### src/hw/rtl/proportional_three_stream_split_assert.svh
// Assertion macros shared by the splitter RTL.
`ifndef PROPORTIONAL_THREE_STREAM_SPLIT_ASSERT_SVH
`define PROPORTIONAL_THREE_STREAM_SPLIT_ASSERT_SVH

// Checks a property on every rising clock edge outside reset.
`define PTSS_ASSERT(name, prop, msg) \
  name: assert property (@(posedge clk_i) disable iff (!rst_ni) prop) \
    else $error(msg);

// Checks that a condition implies a consequence in the same cycle.
`define PTSS_ASSERT_IMPLY(name, pre, post, msg) \
  name: assert property (@(posedge clk_i) disable iff (!rst_ni) (pre) |-> (post)) \
    else $error(msg);

`endif

### src/hw/rtl/ptss_pkg.sv
// ----------------------------------------------------------------------------
// Proportional three-stream split package
// Shared constants: default length width, channel codes and register indexes.
// ----------------------------------------------------------------------------
`timescale 1ns / 1ps
`default_nettype none

package ptss_pkg;

  localparam int unsigned DEFAULT_LENGTH_BITS = 24;
  localparam int unsigned BYTE_W              = 8;
  localparam int unsigned CFG_IDX_W           = 2;
  localparam int unsigned CHAN_W              = 2;

  localparam logic [CHAN_W-1:0] CH_LUMA = 2'd0;
  localparam logic [CHAN_W-1:0] CH_CB   = 2'd1;
  localparam logic [CHAN_W-1:0] CH_CR   = 2'd2;

  localparam logic [CFG_IDX_W-1:0] REG_LUMA_SIZE = 2'd0;
  localparam logic [CFG_IDX_W-1:0] REG_CB_SIZE   = 2'd1;
  localparam logic [CFG_IDX_W-1:0] REG_CR_SIZE   = 2'd2;

endpackage

`default_nettype wire

### src/hw/rtl/proportional_three_stream_split.sv
// ----------------------------------------------------------------------------
// Proportional three-stream split
// Routes an interleaved byte stream to luma, Cb and Cr in proportional runs.
// ----------------------------------------------------------------------------
// The first request of a stream (after reset, after a register write or after
// a request marked buffer_end) runs the setup: the smallest size m is found and
// each size is divided by m on one shared restoring divider, one quotient bit
// per cycle, in DIV_LOAD and DIV_STEP; START then opens the first share.
// Each request is then accepted in IDLE and routed in ROUTE, which waits while
// out_stall_i holds the output register; no new request is taken meanwhile. A
// request is dropped with no result when any size is zero at stream start, and
// after the schedule of m packages has finished until a request marked buffer_end.
`timescale 1ns / 1ps
`default_nettype none

module proportional_three_stream_split #(
  parameter int unsigned LENGTH_BITS = ptss_pkg::DEFAULT_LENGTH_BITS
) (
  input  wire logic                           clk_i,
  input  wire logic                           rst_ni,
  input  wire logic                           cfg_we_i,
  input  wire logic [ptss_pkg::CFG_IDX_W-1:0] cfg_idx_i,
  input  wire logic [LENGTH_BITS-1:0]         cfg_data_i,
  input  wire logic                           in_valid_i,
  output logic                                in_stall_o,
  input  wire logic [ptss_pkg::BYTE_W-1:0]    data_byte_i,
  input  wire logic                           buffer_end_i,
  output logic                                out_valid_o,
  input  wire logic                           out_stall_i,
  output logic [ptss_pkg::BYTE_W-1:0]         out_byte_o,
  output logic [ptss_pkg::CHAN_W-1:0]         channel_o,
  output logic [LENGTH_BITS-1:0]              luma_routed_o,
  output logic [LENGTH_BITS-1:0]              cb_routed_o,
  output logic [LENGTH_BITS-1:0]              cr_routed_o,
  output logic                                stream_done_o
);

  import ptss_pkg::*;

  `include "proportional_three_stream_split_assert.svh"

  localparam int unsigned CntW = $clog2(LENGTH_BITS);

  typedef enum logic [2:0] {
    ST_IDLE,
    ST_DIV_LOAD,
    ST_DIV_STEP,
    ST_START,
    ST_ROUTE
  } state_e;

  typedef logic [LENGTH_BITS-1:0] len_t;

  state_e               state_q;
  len_t                 size_q [3];
  len_t                 base_q [3];
  len_t                 frac_q [3];
  len_t                 carry_q [3];
  len_t                 count_q [3];
  len_t                 m_q;
  len_t                 packages_q;
  len_t                 left_q;
  logic [CHAN_W-1:0]    cur_ch_q;
  logic                 started_q;
  logic                 finished_q;
  logic [BYTE_W-1:0]    byte_q;
  logic                 last_q;
  logic [CHAN_W-1:0]    div_ch_q;
  logic [CntW-1:0]      cnt_q;
  len_t                 rem_q;
  len_t                 quo_q;
  logic                 out_valid_q;
  logic [BYTE_W-1:0]    out_byte_q;
  logic [CHAN_W-1:0]    out_ch_q;
  len_t                 out_count_q [3];
  logic                 out_done_q;

  logic                 in_accept;
  logic                 out_free;
  logic                 any_zero;
  len_t                 min_01;
  len_t                 min_size;

  logic [LENGTH_BITS:0] rem_shift;
  logic [LENGTH_BITS:0] rem_diff;
  logic                 quo_bit;
  len_t                 rem_next;
  len_t                 quo_next;

  logic [CHAN_W-1:0]    ent_ch;
  len_t                 ent_carry_in;
  logic [LENGTH_BITS:0] ent_acc;
  logic                 ent_ge;
  len_t                 ent_left;
  len_t                 ent_carry;

  len_t                 left_dec;
  logic                 share_end;
  len_t                 pkg_next;
  logic                 pkg_last;
  len_t                 cnt_inc;

  assign in_stall_o = (state_q != ST_IDLE);
  assign in_accept  = in_valid_i && !in_stall_o;
  assign out_free   = !out_valid_q || !out_stall_i;

  assign any_zero = (size_q[CH_LUMA] == '0) || (size_q[CH_CB] == '0) || (size_q[CH_CR] == '0);
  assign min_01   = (size_q[CH_CB] < size_q[CH_LUMA]) ? size_q[CH_CB] : size_q[CH_LUMA];
  assign min_size = (size_q[CH_CR] < min_01) ? size_q[CH_CR] : min_01;

  // One restoring divider step: shift in the next dividend bit, try to subtract m.
  assign rem_shift = {rem_q, quo_q[LENGTH_BITS-1]};
  assign rem_diff  = rem_shift - {1'b0, m_q};
  assign quo_bit   = !rem_diff[LENGTH_BITS];
  assign rem_next  = quo_bit ? rem_diff[LENGTH_BITS-1:0] : rem_shift[LENGTH_BITS-1:0];
  assign quo_next  = {quo_q[LENGTH_BITS-2:0], quo_bit};

  // Share of the channel being entered, with the running remainder.
  always_comb begin
    if (state_q == ST_START) begin
      ent_ch = CH_LUMA;
    end else begin
      unique case (cur_ch_q)
        CH_LUMA: ent_ch = CH_CB;
        CH_CB:   ent_ch = CH_CR;
        default: ent_ch = CH_LUMA;
      endcase
    end
  end

  assign ent_carry_in = carry_q[ent_ch];
  assign ent_acc      = {1'b0, ent_carry_in} + {1'b0, frac_q[ent_ch]};
  assign ent_ge       = (ent_acc >= {1'b0, m_q});
  assign ent_left     = base_q[ent_ch] + len_t'(ent_ge);
  assign ent_carry    = ent_ge ? LENGTH_BITS'(ent_acc - {1'b0, m_q})
                               : ent_acc[LENGTH_BITS-1:0];

  assign left_dec  = (left_q != '0) ? (left_q - len_t'(1)) : '0;
  assign share_end = (left_dec == '0);
  assign pkg_next  = packages_q + len_t'(1);
  assign pkg_last  = (pkg_next >= m_q);
  assign cnt_inc   = count_q[cur_ch_q] + len_t'(1);

  always_ff @(posedge clk_i or negedge rst_ni) begin
    if (!rst_ni) begin
      state_q     <= ST_IDLE;
      for (int i = 0; i < 3; i++) begin
        size_q[i]      <= '0;
        base_q[i]      <= '0;
        frac_q[i]      <= '0;
        carry_q[i]     <= '0;
        count_q[i]     <= '0;
        out_count_q[i] <= '0;
      end
      m_q         <= '0;
      packages_q  <= '0;
      left_q      <= '0;
      cur_ch_q    <= CH_LUMA;
      started_q   <= 1'b0;
      finished_q  <= 1'b0;
      byte_q      <= '0;
      last_q      <= 1'b0;
      div_ch_q    <= CH_LUMA;
      cnt_q       <= '0;
      rem_q       <= '0;
      quo_q       <= '0;
      out_valid_q <= 1'b0;
      out_byte_q  <= '0;
      out_ch_q    <= CH_LUMA;
      out_done_q  <= 1'b0;
    end else begin
      if (out_valid_q && !out_stall_i) begin
        out_valid_q <= 1'b0;
      end

      if (cfg_we_i) begin
        unique case (cfg_idx_i)
          REG_LUMA_SIZE: begin
            size_q[CH_LUMA] <= cfg_data_i;
            started_q       <= 1'b0;
          end
          REG_CB_SIZE: begin
            size_q[CH_CB] <= cfg_data_i;
            started_q     <= 1'b0;
          end
          REG_CR_SIZE: begin
            size_q[CH_CR] <= cfg_data_i;
            started_q     <= 1'b0;
          end
          default: begin
          end
        endcase
      end

      unique case (state_q)
        ST_IDLE: begin
          if (in_accept) begin
            byte_q <= data_byte_i;
            last_q <= buffer_end_i;
            if (started_q) begin
              state_q <= ST_ROUTE;
            end else if (!any_zero) begin
              m_q        <= min_size;
              packages_q <= '0;
              finished_q <= 1'b0;
              started_q  <= 1'b1;
              div_ch_q   <= CH_LUMA;
              for (int i = 0; i < 3; i++) begin
                carry_q[i] <= '0;
                count_q[i] <= '0;
              end
              state_q <= ST_DIV_LOAD;
            end
          end
        end

        ST_DIV_LOAD: begin
          quo_q   <= size_q[div_ch_q];
          rem_q   <= '0;
          cnt_q   <= CntW'(LENGTH_BITS - 1);
          state_q <= ST_DIV_STEP;
        end

        ST_DIV_STEP: begin
          quo_q <= quo_next;
          rem_q <= rem_next;
          cnt_q <= cnt_q - CntW'(1);
          if (cnt_q == '0) begin
            base_q[div_ch_q] <= quo_next;
            frac_q[div_ch_q] <= rem_next;
            if (div_ch_q == CH_CR) begin
              state_q <= ST_START;
            end else begin
              div_ch_q <= div_ch_q + CHAN_W'(1);
              state_q  <= ST_DIV_LOAD;
            end
          end
        end

        ST_START: begin
          left_q          <= ent_left;
          carry_q[ent_ch] <= ent_carry;
          cur_ch_q        <= ent_ch;
          state_q         <= ST_ROUTE;
        end

        ST_ROUTE: begin
          if (finished_q) begin
            if (last_q) begin
              started_q <= 1'b0;
            end
            state_q <= ST_IDLE;
          end else if (out_free) begin
            count_q[cur_ch_q] <= cnt_inc;
            out_valid_q       <= 1'b1;
            out_byte_q        <= byte_q;
            out_ch_q          <= cur_ch_q;
            for (int i = 0; i < 3; i++) begin
              out_count_q[i] <= (CHAN_W'(i) == cur_ch_q) ? cnt_inc : count_q[i];
            end
            out_done_q <= last_q;
            left_q     <= left_dec;
            if (share_end) begin
              if (cur_ch_q != CH_CR) begin
                left_q          <= ent_left;
                carry_q[ent_ch] <= ent_carry;
                cur_ch_q        <= ent_ch;
              end else begin
                packages_q <= pkg_next;
                if (pkg_last) begin
                  finished_q <= 1'b1;
                  out_done_q <= 1'b1;
                end else begin
                  left_q          <= ent_left;
                  carry_q[ent_ch] <= ent_carry;
                  cur_ch_q        <= ent_ch;
                end
              end
            end
            if (last_q) begin
              started_q <= 1'b0;
            end
            state_q <= ST_IDLE;
          end
        end

        default: begin
          state_q <= ST_IDLE;
        end
      endcase
    end
  end

  assign out_valid_o   = out_valid_q;
  assign out_byte_o    = out_byte_q;
  assign channel_o     = out_ch_q;
  assign luma_routed_o = out_count_q[CH_LUMA];
  assign cb_routed_o   = out_count_q[CH_CB];
  assign cr_routed_o   = out_count_q[CH_CR];
  assign stream_done_o = out_done_q;

  `PTSS_ASSERT_IMPLY(a_started_has_m, started_q, m_q != '0, "Running stream with zero smallest size.")
  `PTSS_ASSERT_IMPLY(a_share_nonzero, state_q == ST_IDLE && started_q && !finished_q, left_q != '0, "Open share has no bytes left.")
  `PTSS_ASSERT_IMPLY(a_carry_below_m, state_q == ST_IDLE && started_q, carry_q[CH_LUMA] < m_q && carry_q[CH_CB] < m_q && carry_q[CH_CR] < m_q, "Running remainder reached the smallest size.")
  `PTSS_ASSERT_IMPLY(a_channel_legal, out_valid_q, out_ch_q != 2'd3, "Result carries an unknown channel.")
  `PTSS_ASSERT(a_result_from_route, $rose(out_valid_q) |-> $past(state_q == ST_ROUTE), "Result appeared outside the routing step.")

endmodule

`default_nettype wire

### config.mk
export PLATFORM = sky130hd
export DESIGN_NAME = proportional_three_stream_split
export DESIGN_NICKNAME = d
export VERILOG_FILES = /design/src/hw/rtl/ptss_pkg.sv /design/src/hw/rtl/proportional_three_stream_split.sv
export VERILOG_INCLUDE_DIRS = /design/src /design/src/hw/rtl
export SDC_FILE = /design/constraint.sdc
export NUM_CORES = 2
export LEC_CHECK = 0
export BUFFER_PORTS_ARGS = -buffer_cell sky130_fd_sc_hd__buf_2
export CORE_ASPECT_RATIO = 1.4
export CORE_MARGIN = 2
export CORE_UTILIZATION = 30
export CTS_CLUSTER_SIZE = 28
export DETAILED_ROUTE_END_ITERATION = 8
export GPL_ROUTABILITY_DRIVEN = 0
export PLACE_DENSITY = 0.45
export SLEW_MARGIN = 20
export SYNTH_ARGS = -nofsm -noshare
export SYNTH_HDL_FRONTEND = slang
export SYNTH_SLANG_ARGS = --single-unit
### constraint.sdc
create_clock -name clk_i -period 13.6 [get_ports clk_i]
set_clock_uncertainty 0.2 [all_clocks]
set_input_delay 1.36 -clock clk_i [delete_from_list [all_inputs] [get_ports clk_i]]
set_output_delay 1.36 -clock clk_i [all_outputs]
set_load 0.01 [all_outputs]
Yosys cells after proc, flatten, opt, wreduce, memory -nomap -nowiden
Index checks and enable logic that the tools add are counted.
{"block": "op_classes", "add_sub_neg": 9, "order_cmp": 10, "n_eq_ne": 23, "n_mux": 109, "bitwise": 6, "n_reduce_logical": 43}
{"op": "$mux W24", "n": 33}
{"op": "$mux W72", "n": 10}
{"op": "$bwmux W72", "n": 4}
{"op": "$bmux W24 S2", "n": 5}
{"op": "$pmux W72 S3", "n": 1}
{"op": "$pmux W24 S2", "n": 4}
{"op": "$demux W24 S2", "n": 3}
{"op": "$pmux W72 S2", "n": 1}
{"op": "$logic_not A24 Y1", "n": 4}
{"op": "$add A24 B1 Y24 const B", "n": 2}
{"op": "$lt A24 B24 Y1", "n": 2}
{"op": "$add A24 B24 Y25", "n": 1}
{"op": "$ge A25 B24 Y1", "n": 1}
{"op": "$sub A25 B24 Y25", "n": 1}
{"op": "$add A24 B1 Y24", "n": 1}
{"op": "$ge A24 B24 Y1", "n": 1}
{"op": "$mux W2", "n": 12}
{"op": "$reduce_bool A24 Y1", "n": 1}
{"op": "$sub A24 B1 Y24 const B", "n": 1}
{"op": "$sub A24 B24 Y24", "n": 1}
{"op": "$mux W1", "n": 23}
{"op": "$ne A2 B2 Y1 const B", "n": 10}
{"op": "$mux W3", "n": 6}
{"op": "$reduce_and A8 Y1", "n": 2}
{"op": "32 further kinds", "n": 70}
{"block": "totals", "regBits": 587, "in_bits": 40, "elab_cells": 235}

Longest topological paths before layout
{"block": "depth", "ltp_word": 17, "depth_mapped": 37}

Worst setup path after synthesis
No wires, ideal clock.
{"block": "synth_path", "path_kind": "register -> register", "startpoint": "register state_q[0]", "endpoint": "register left_q[10]", "setup_ps": 121, "arrival_ps": 7943, "required_time_ps": 13279, "slack_ps": 5336, "stages_incl_launch_ff": 37, "period_less_slack_ps": 8264, "cell_sequence": "dfrtp_1 -> clkbuf_1 -> and3b_1 -> clkbuf_1 -> nor2_1 -> clkbuf_1 -> clkbuf_1 -> clkbuf_1 -> a222oi_1 -> inv_1 -> ha_1 -> fa_1 -> a211oi_1 -> o21ai_0 -> a31oi_1 -> o21ai_0 -> a2111oi_0 -> nor3_1 -> xor2_1 -> ha_1 -> nand2_1 -> nor2_1 -> nand2_1 -> o21ai_0 -> a31o_2 -> nand2b_1 -> clkbuf_1 -> clkbuf_1 -> buf_2 -> ha_1 -> ha_1 -> nand2_1 -> nor4b_1 -> o21ai_0 -> xor2_1 -> o32ai_1 -> a22o_1"}
{"block": "synth_via", "elab_chain_len": 15}
{"item": "from (decl)", "line_no": "proportional_three_stream_split.sv:54", "rtl": "state_e state_q;"}
{"item": "from (signal assigned)", "line_no": "proportional_three_stream_split.sv:146", "rtl": "state_q <= ST_IDLE;"}
{"item": "from (signal assigned)", "line_no": "proportional_three_stream_split.sv:201", "rtl": "state_q <= ST_ROUTE;"}
{"item": "from (signal assigned)", "line_no": "proportional_three_stream_split.sv:212", "rtl": "state_q <= ST_DIV_LOAD;"}
{"item": "$eq A3 B2 Y1", "line_no": "proportional_three_stream_split.sv:120, proportional_three_stream_split.sv:195"}
{"item": "$mux W2", "line_no": "proportional_three_stream_split.sv:120", "rtl": "if (state_q == ST_START) begin"}
{"item": "$not A2 Y3 (not written as such)", "line_no": "proportional_three_stream_split.sv:131, proportional_three_stream_split.sv:132, proportional_three_stream_split.sv:134"}
{"item": "$bmux W24 S2 (on tied branches)", "line_no": "proportional_three_stream_split.sv:131, proportional_three_stream_split.sv:132"}
{"item": "$mux W24 (on tied branches) (2 in a row)", "line_no": "proportional_three_stream_split.sv:131, proportional_three_stream_split.sv:132"}
{"item": "$add A24 B24 Y25", "line_no": "proportional_three_stream_split.sv:132", "rtl": "assign ent_acc = {1'b0, ent_carry_in} + {1'b0, frac_q[ent_ch]};"}
{"item": "$ge A25 B24 Y1", "line_no": "proportional_three_stream_split.sv:133", "rtl": "assign ent_ge = (ent_acc >= {1'b0, m_q});"}
{"item": "$add A24 B1 Y24", "line_no": "proportional_three_stream_split.sv:134", "rtl": "assign ent_left = base_q[ent_ch] + len_t'(ent_ge);"}
{"item": "$mux W24", "line_no": "proportional_three_stream_split.sv:270", "rtl": "if (pkg_last) begin"}
{"item": "$mux W24", "line_no": "proportional_three_stream_split.sv:264", "rtl": "if (cur_ch_q != CH_CR) begin"}
{"item": "$mux W24", "line_no": "proportional_three_stream_split.sv:263", "rtl": "if (share_end) begin"}
{"item": "$mux W24", "line_no": "proportional_three_stream_split.sv:253", "rtl": "end else if (out_free) begin"}
{"item": "$mux W24", "line_no": "proportional_three_stream_split.sv:248", "rtl": "if (finished_q) begin"}
{"item": "$pmux W24 S2", "line_no": "proportional_three_stream_split.sv:195", "rtl": "unique case (state_q)"}
{"item": "to (signal assigned)", "line_no": "proportional_three_stream_split.sv:262", "rtl": "left_q <= left_dec;"}
{"item": "to (signal assigned)", "line_no": "proportional_three_stream_split.sv:265", "rtl": "left_q <= ent_left;"}
{"item": "to (signal assigned)", "line_no": "proportional_three_stream_split.sv:274", "rtl": "left_q <= ent_left;"}
{"item": "to (decl)", "line_no": "proportional_three_stream_split.sv:62", "rtl": "len_t left_q;"}
Several ways; a longest one is shown, not always the timed one. The select of a mux whose other input is x is not followed.
A chain may end at the register's enable or synchronous reset.

Worst setup path in the final report
{"block": "layout_path", "startpoint": "register state_q[2]", "endpoint": "register left_q[20]"}
Same word-level chain as after synthesis.

==> impl_results.md <==
- Final Hold Fails: 0
- Critical-path top delay cell: nand2_1
- I/O pins: approximately 130
- Capture point of the worst path: left_q[20]
- Slowest Stage Delay on Critical Path: approximately 0.68 ns
- Netlist cell types: 85
- H-tree Lvls: 3
- Clock Path Buffers: 3
- P&R area growth vs syn: 13.5%
- Avg Vias per Cell: 5.23
- Power Total: approximately 5000 µW
- Setup crit start kind: flip-flop
- Design area: 0.0375 mm²
- Placed instance area: roughly 0.035 mm²
- Vias in the first global route: approximately 27000
- VDD IR max: roughly 0.10 mV
- CTS clk-pin slew, worst paths: approximately 0.06 ns
- Top FF cell, synth: dfrtp_1
- Worst reg2reg path depth: 30
- Top-area cell type share of the netlist area: 44.5%
- Reg-to-reg endpoint: left_q[20]
- Synth cell count leaders: 587 x dfrtp_1, 485 x o21ai_0, 463 x nand2_1
- RSZ-0062 raised after global routing: no
- Slew margin rel.: 15.3%
- Setup_tns: 0 ns
- Post-CTS resize count: 0
- Util after Layout: roughly 34%
- Count leader, synth: dfrtp_1
- Die Area: roughly 0.11 mm²
- Critical path origin: state_q[2]
- MaxCap Viol Count: 0
- Period utilization: between 60 and 70%
- Final nets: ~3800
- Hold/Removal Path Class: reg -> reg
- Drt total wl: around 110 mm
- Yosys warning count: 0
- First-pass GRT wire length: 172 mm
- PD cells: about 130 mW/mm²
- Total gr overflow: 0
- CTS buffer count: 70
- CORE AREA: 0.110 mm²
- Largest cells by area after synthesis: dfrtp_1 44%, o21ai_0 7.3%, ha_1 5.7%
- 1st-iter DRT viols: about 1700
- FFs w/ async S/R, synth: 100%
- WL per Instance: 21.2 µm
- Reg2reg start: state_q[2]
- Gate Count Post-Synth: roughly 3600
- Share of cells above drive strength 1: around an eighth
- Slew Limit Fails: 0
- PortBufs: 124
- DP HPWL: 80.3 mm
- Worst-Skew Late Latency: between 0.6 and 0.7 ns
- HP Start: byte_q[2]
- Critical Path End Type: flip-flop
- Net count after synthesis: 3800
- Peak Freq: 114 MHz
- Area leader, netlist: dfrtp_1
- Endpoints failing setup: 0
- Largest net degree at the start of global routing: roughly 160
- Status: finished, final reports clean
- R2R Setup Slk: ~4.8 ns
- Vias post-DR: between 20000 and 30000
- Die Ht: between 300 and 400 µm
- Starting Density: a little under a third
- Tmin final: 8.77 ns
- Initial antenna violation count: 1
- Worst Path Arrival: just over 9 ns
- All-Layer GR Usage: 19.6%
- CTS Hold Bufs: 0
- WP data required: 13.98 ns
- Netlist Area Pre-Place: approximately 0.033 mm²
- Die X: approximately 280 µm
- Setup CP Type: reg -> reg
- Root Driver: clkbuf_16
- DR DRC count: 0
- Post-synthesis sequential area ratio: 44.5%
- Row cnt: between 100 and 150
- CTS tree: built
- Synthesized area per cell: between 9 and 10 µm²
- Number of synthesized flops with an enable pin: 0
- Antenna diodes: 0
- Crit path max fanout: 23
- Slew @ Worst Pin: ~1.3 ns
- Fillcell total: approximately 11000
- Postcts setup bufs: 0
- ANT nets after route: 0
- LEAKAGE: around 0.017 µW
- DRT Pass-1 Iters: 7
- Synth Register Bits: around 590
- CTS sink count: approximately 590
## how the worst min path moves through the flow
stage / slack [ns] / to / cells past startpoint
2_1_floorplan: 0.23 / out_byte_o[0] / 2
3_3_place_gp: 0.24 / out_byte_o[5] / 2
3_5_place_dp: 0.25 / out_byte_o[5] / 2
4_1_cts: 0.26 / out_byte_o[3] / 2
5_1_grt: 0.28 / out_byte_o[1] / 2
6_report: 0.26 / out_byte_o[2] / 2
## cell type report
type | count | area (µm²) | share of cell area (%)
Multi-Input combinational cell | 2716 | 17300 | 46.1
Clock buffer | 100 | 1960 | 5.24
Sequential cell | 587 | 14700 | 39.2
Timing Repair Buffer | 178 | 1050 | 2.80
Inverter | 101 | 379 | 1.01
Tap cell | 1460 | 1830 | 4.87
Clock inverter | 27 | 283 | 0.754
## cell families (layout without fill, tap and decap cells)
kind of cell             Yosys count  count (layout)  share of synthesized area [%]
AO/OA/AOI/OAI                   1079            1079                           20.0
XOR/XNOR                         118             118                           3.13
adder cells (fa/ha/maj)          154             154                           5.90
buffers and inverters            303             406                           3.56
flip-flops                       587             587                           44.5
multiplexers                     228             228                           7.48
AND/OR/NAND/NOR                 1137            1137                           15.5
## power breakdown
part,internal (µW),total (µW),switching (µW)
clock network,1090,1890,799
logic,428,1090,665
registers,1880,2050,168
## metal layers
layer | global-route usage (%) | up-vias | part of all wire, %
met2 | 35.1 | 483 | 51
met1 | 24.1 | 13300 | 43
met3 | 2.13 | 152 | 2.7
met5 | 0 | - | 0
met4 | 7.05 | 0 | 3.1
li1 | - | 13100 | -
## critical path: cells and delay by family, from the launching register on
| family | cells | cell delay [ns] |
|---|---|---|
| multiplexers | 1 | 0.28 |
| XOR/XNOR | 1 | 0.16 |
| AND/OR/NAND/NOR | 10 | 2.48 |
| buffers and inverters | 3 | 0.76 |
| flip-flops | 1 | 0.64 |
| AO/OA/AOI/OAI | 10 | 2.61 |
| adder cells (fa/ha/maj) | 5 | 1.52 |
## registers in the layout (all words and copies together) (netlist names), 72 cells and up
name,count
frac_q,72
size_q,72
base_q,72
count_q,72
carry_q,72
## placed cells by master, fill, tap and decap left out, types with 12 or more instances in the layout
cell type | synthesis | routed
a211oi_1 | 21 | 21
a21o_1 | 39 | 39
a21oi_1 | 222 | 221
a221o_1 | 35 | 35
a222oi_1 | 36 | 36
a22o_1 | 37 | 37
a31oi_1 | 17 | 16
and3_1 | 35 | 35
buf_2 | 14 | 123
buf_4 | 0 | 53
clkbuf_1 | 171 | 20
clkbuf_16 | 0 | 70
clkinv_2 | 0 | 12
dfrtp_1 | 587 | 586
ha_1 | 151 | 151
inv_1 | 100 | 100
mux2_2 | 150 | 150
mux2i_1 | 78 | 78
nand2_1 | 463 | 458
nand2b_1 | 17 | 15
nand3_1 | 75 | 75
nand4_1 | 24 | 24
nor2_1 | 332 | 327
nor2b_1 | 19 | 18
nor3_1 | 48 | 48
nor4_1 | 32 | 31
o211ai_1 | 12 | 12
o21a_1 | 27 | 27
o21ai_0 | 485 | 484
o22ai_1 | 39 | 39
o2bb2ai_1 | 12 | 12
or3_1 | 17 | 16
xnor2_1 | 75 | 75
xor2_1 | 43 | 43
## per-stage QoR
step,hold slack (ns),setup slack (ns),cells
after global placement,0.245,5.03,5042
final,0.260,4.83,5169
after global routing,0.285,4.20,5169
after detailed placement,0.248,4.84,5042
after CTS,0.262,4.86,5169
after floorplan,0.235,5.34,3606
Power figures use the tool's default switching activity.
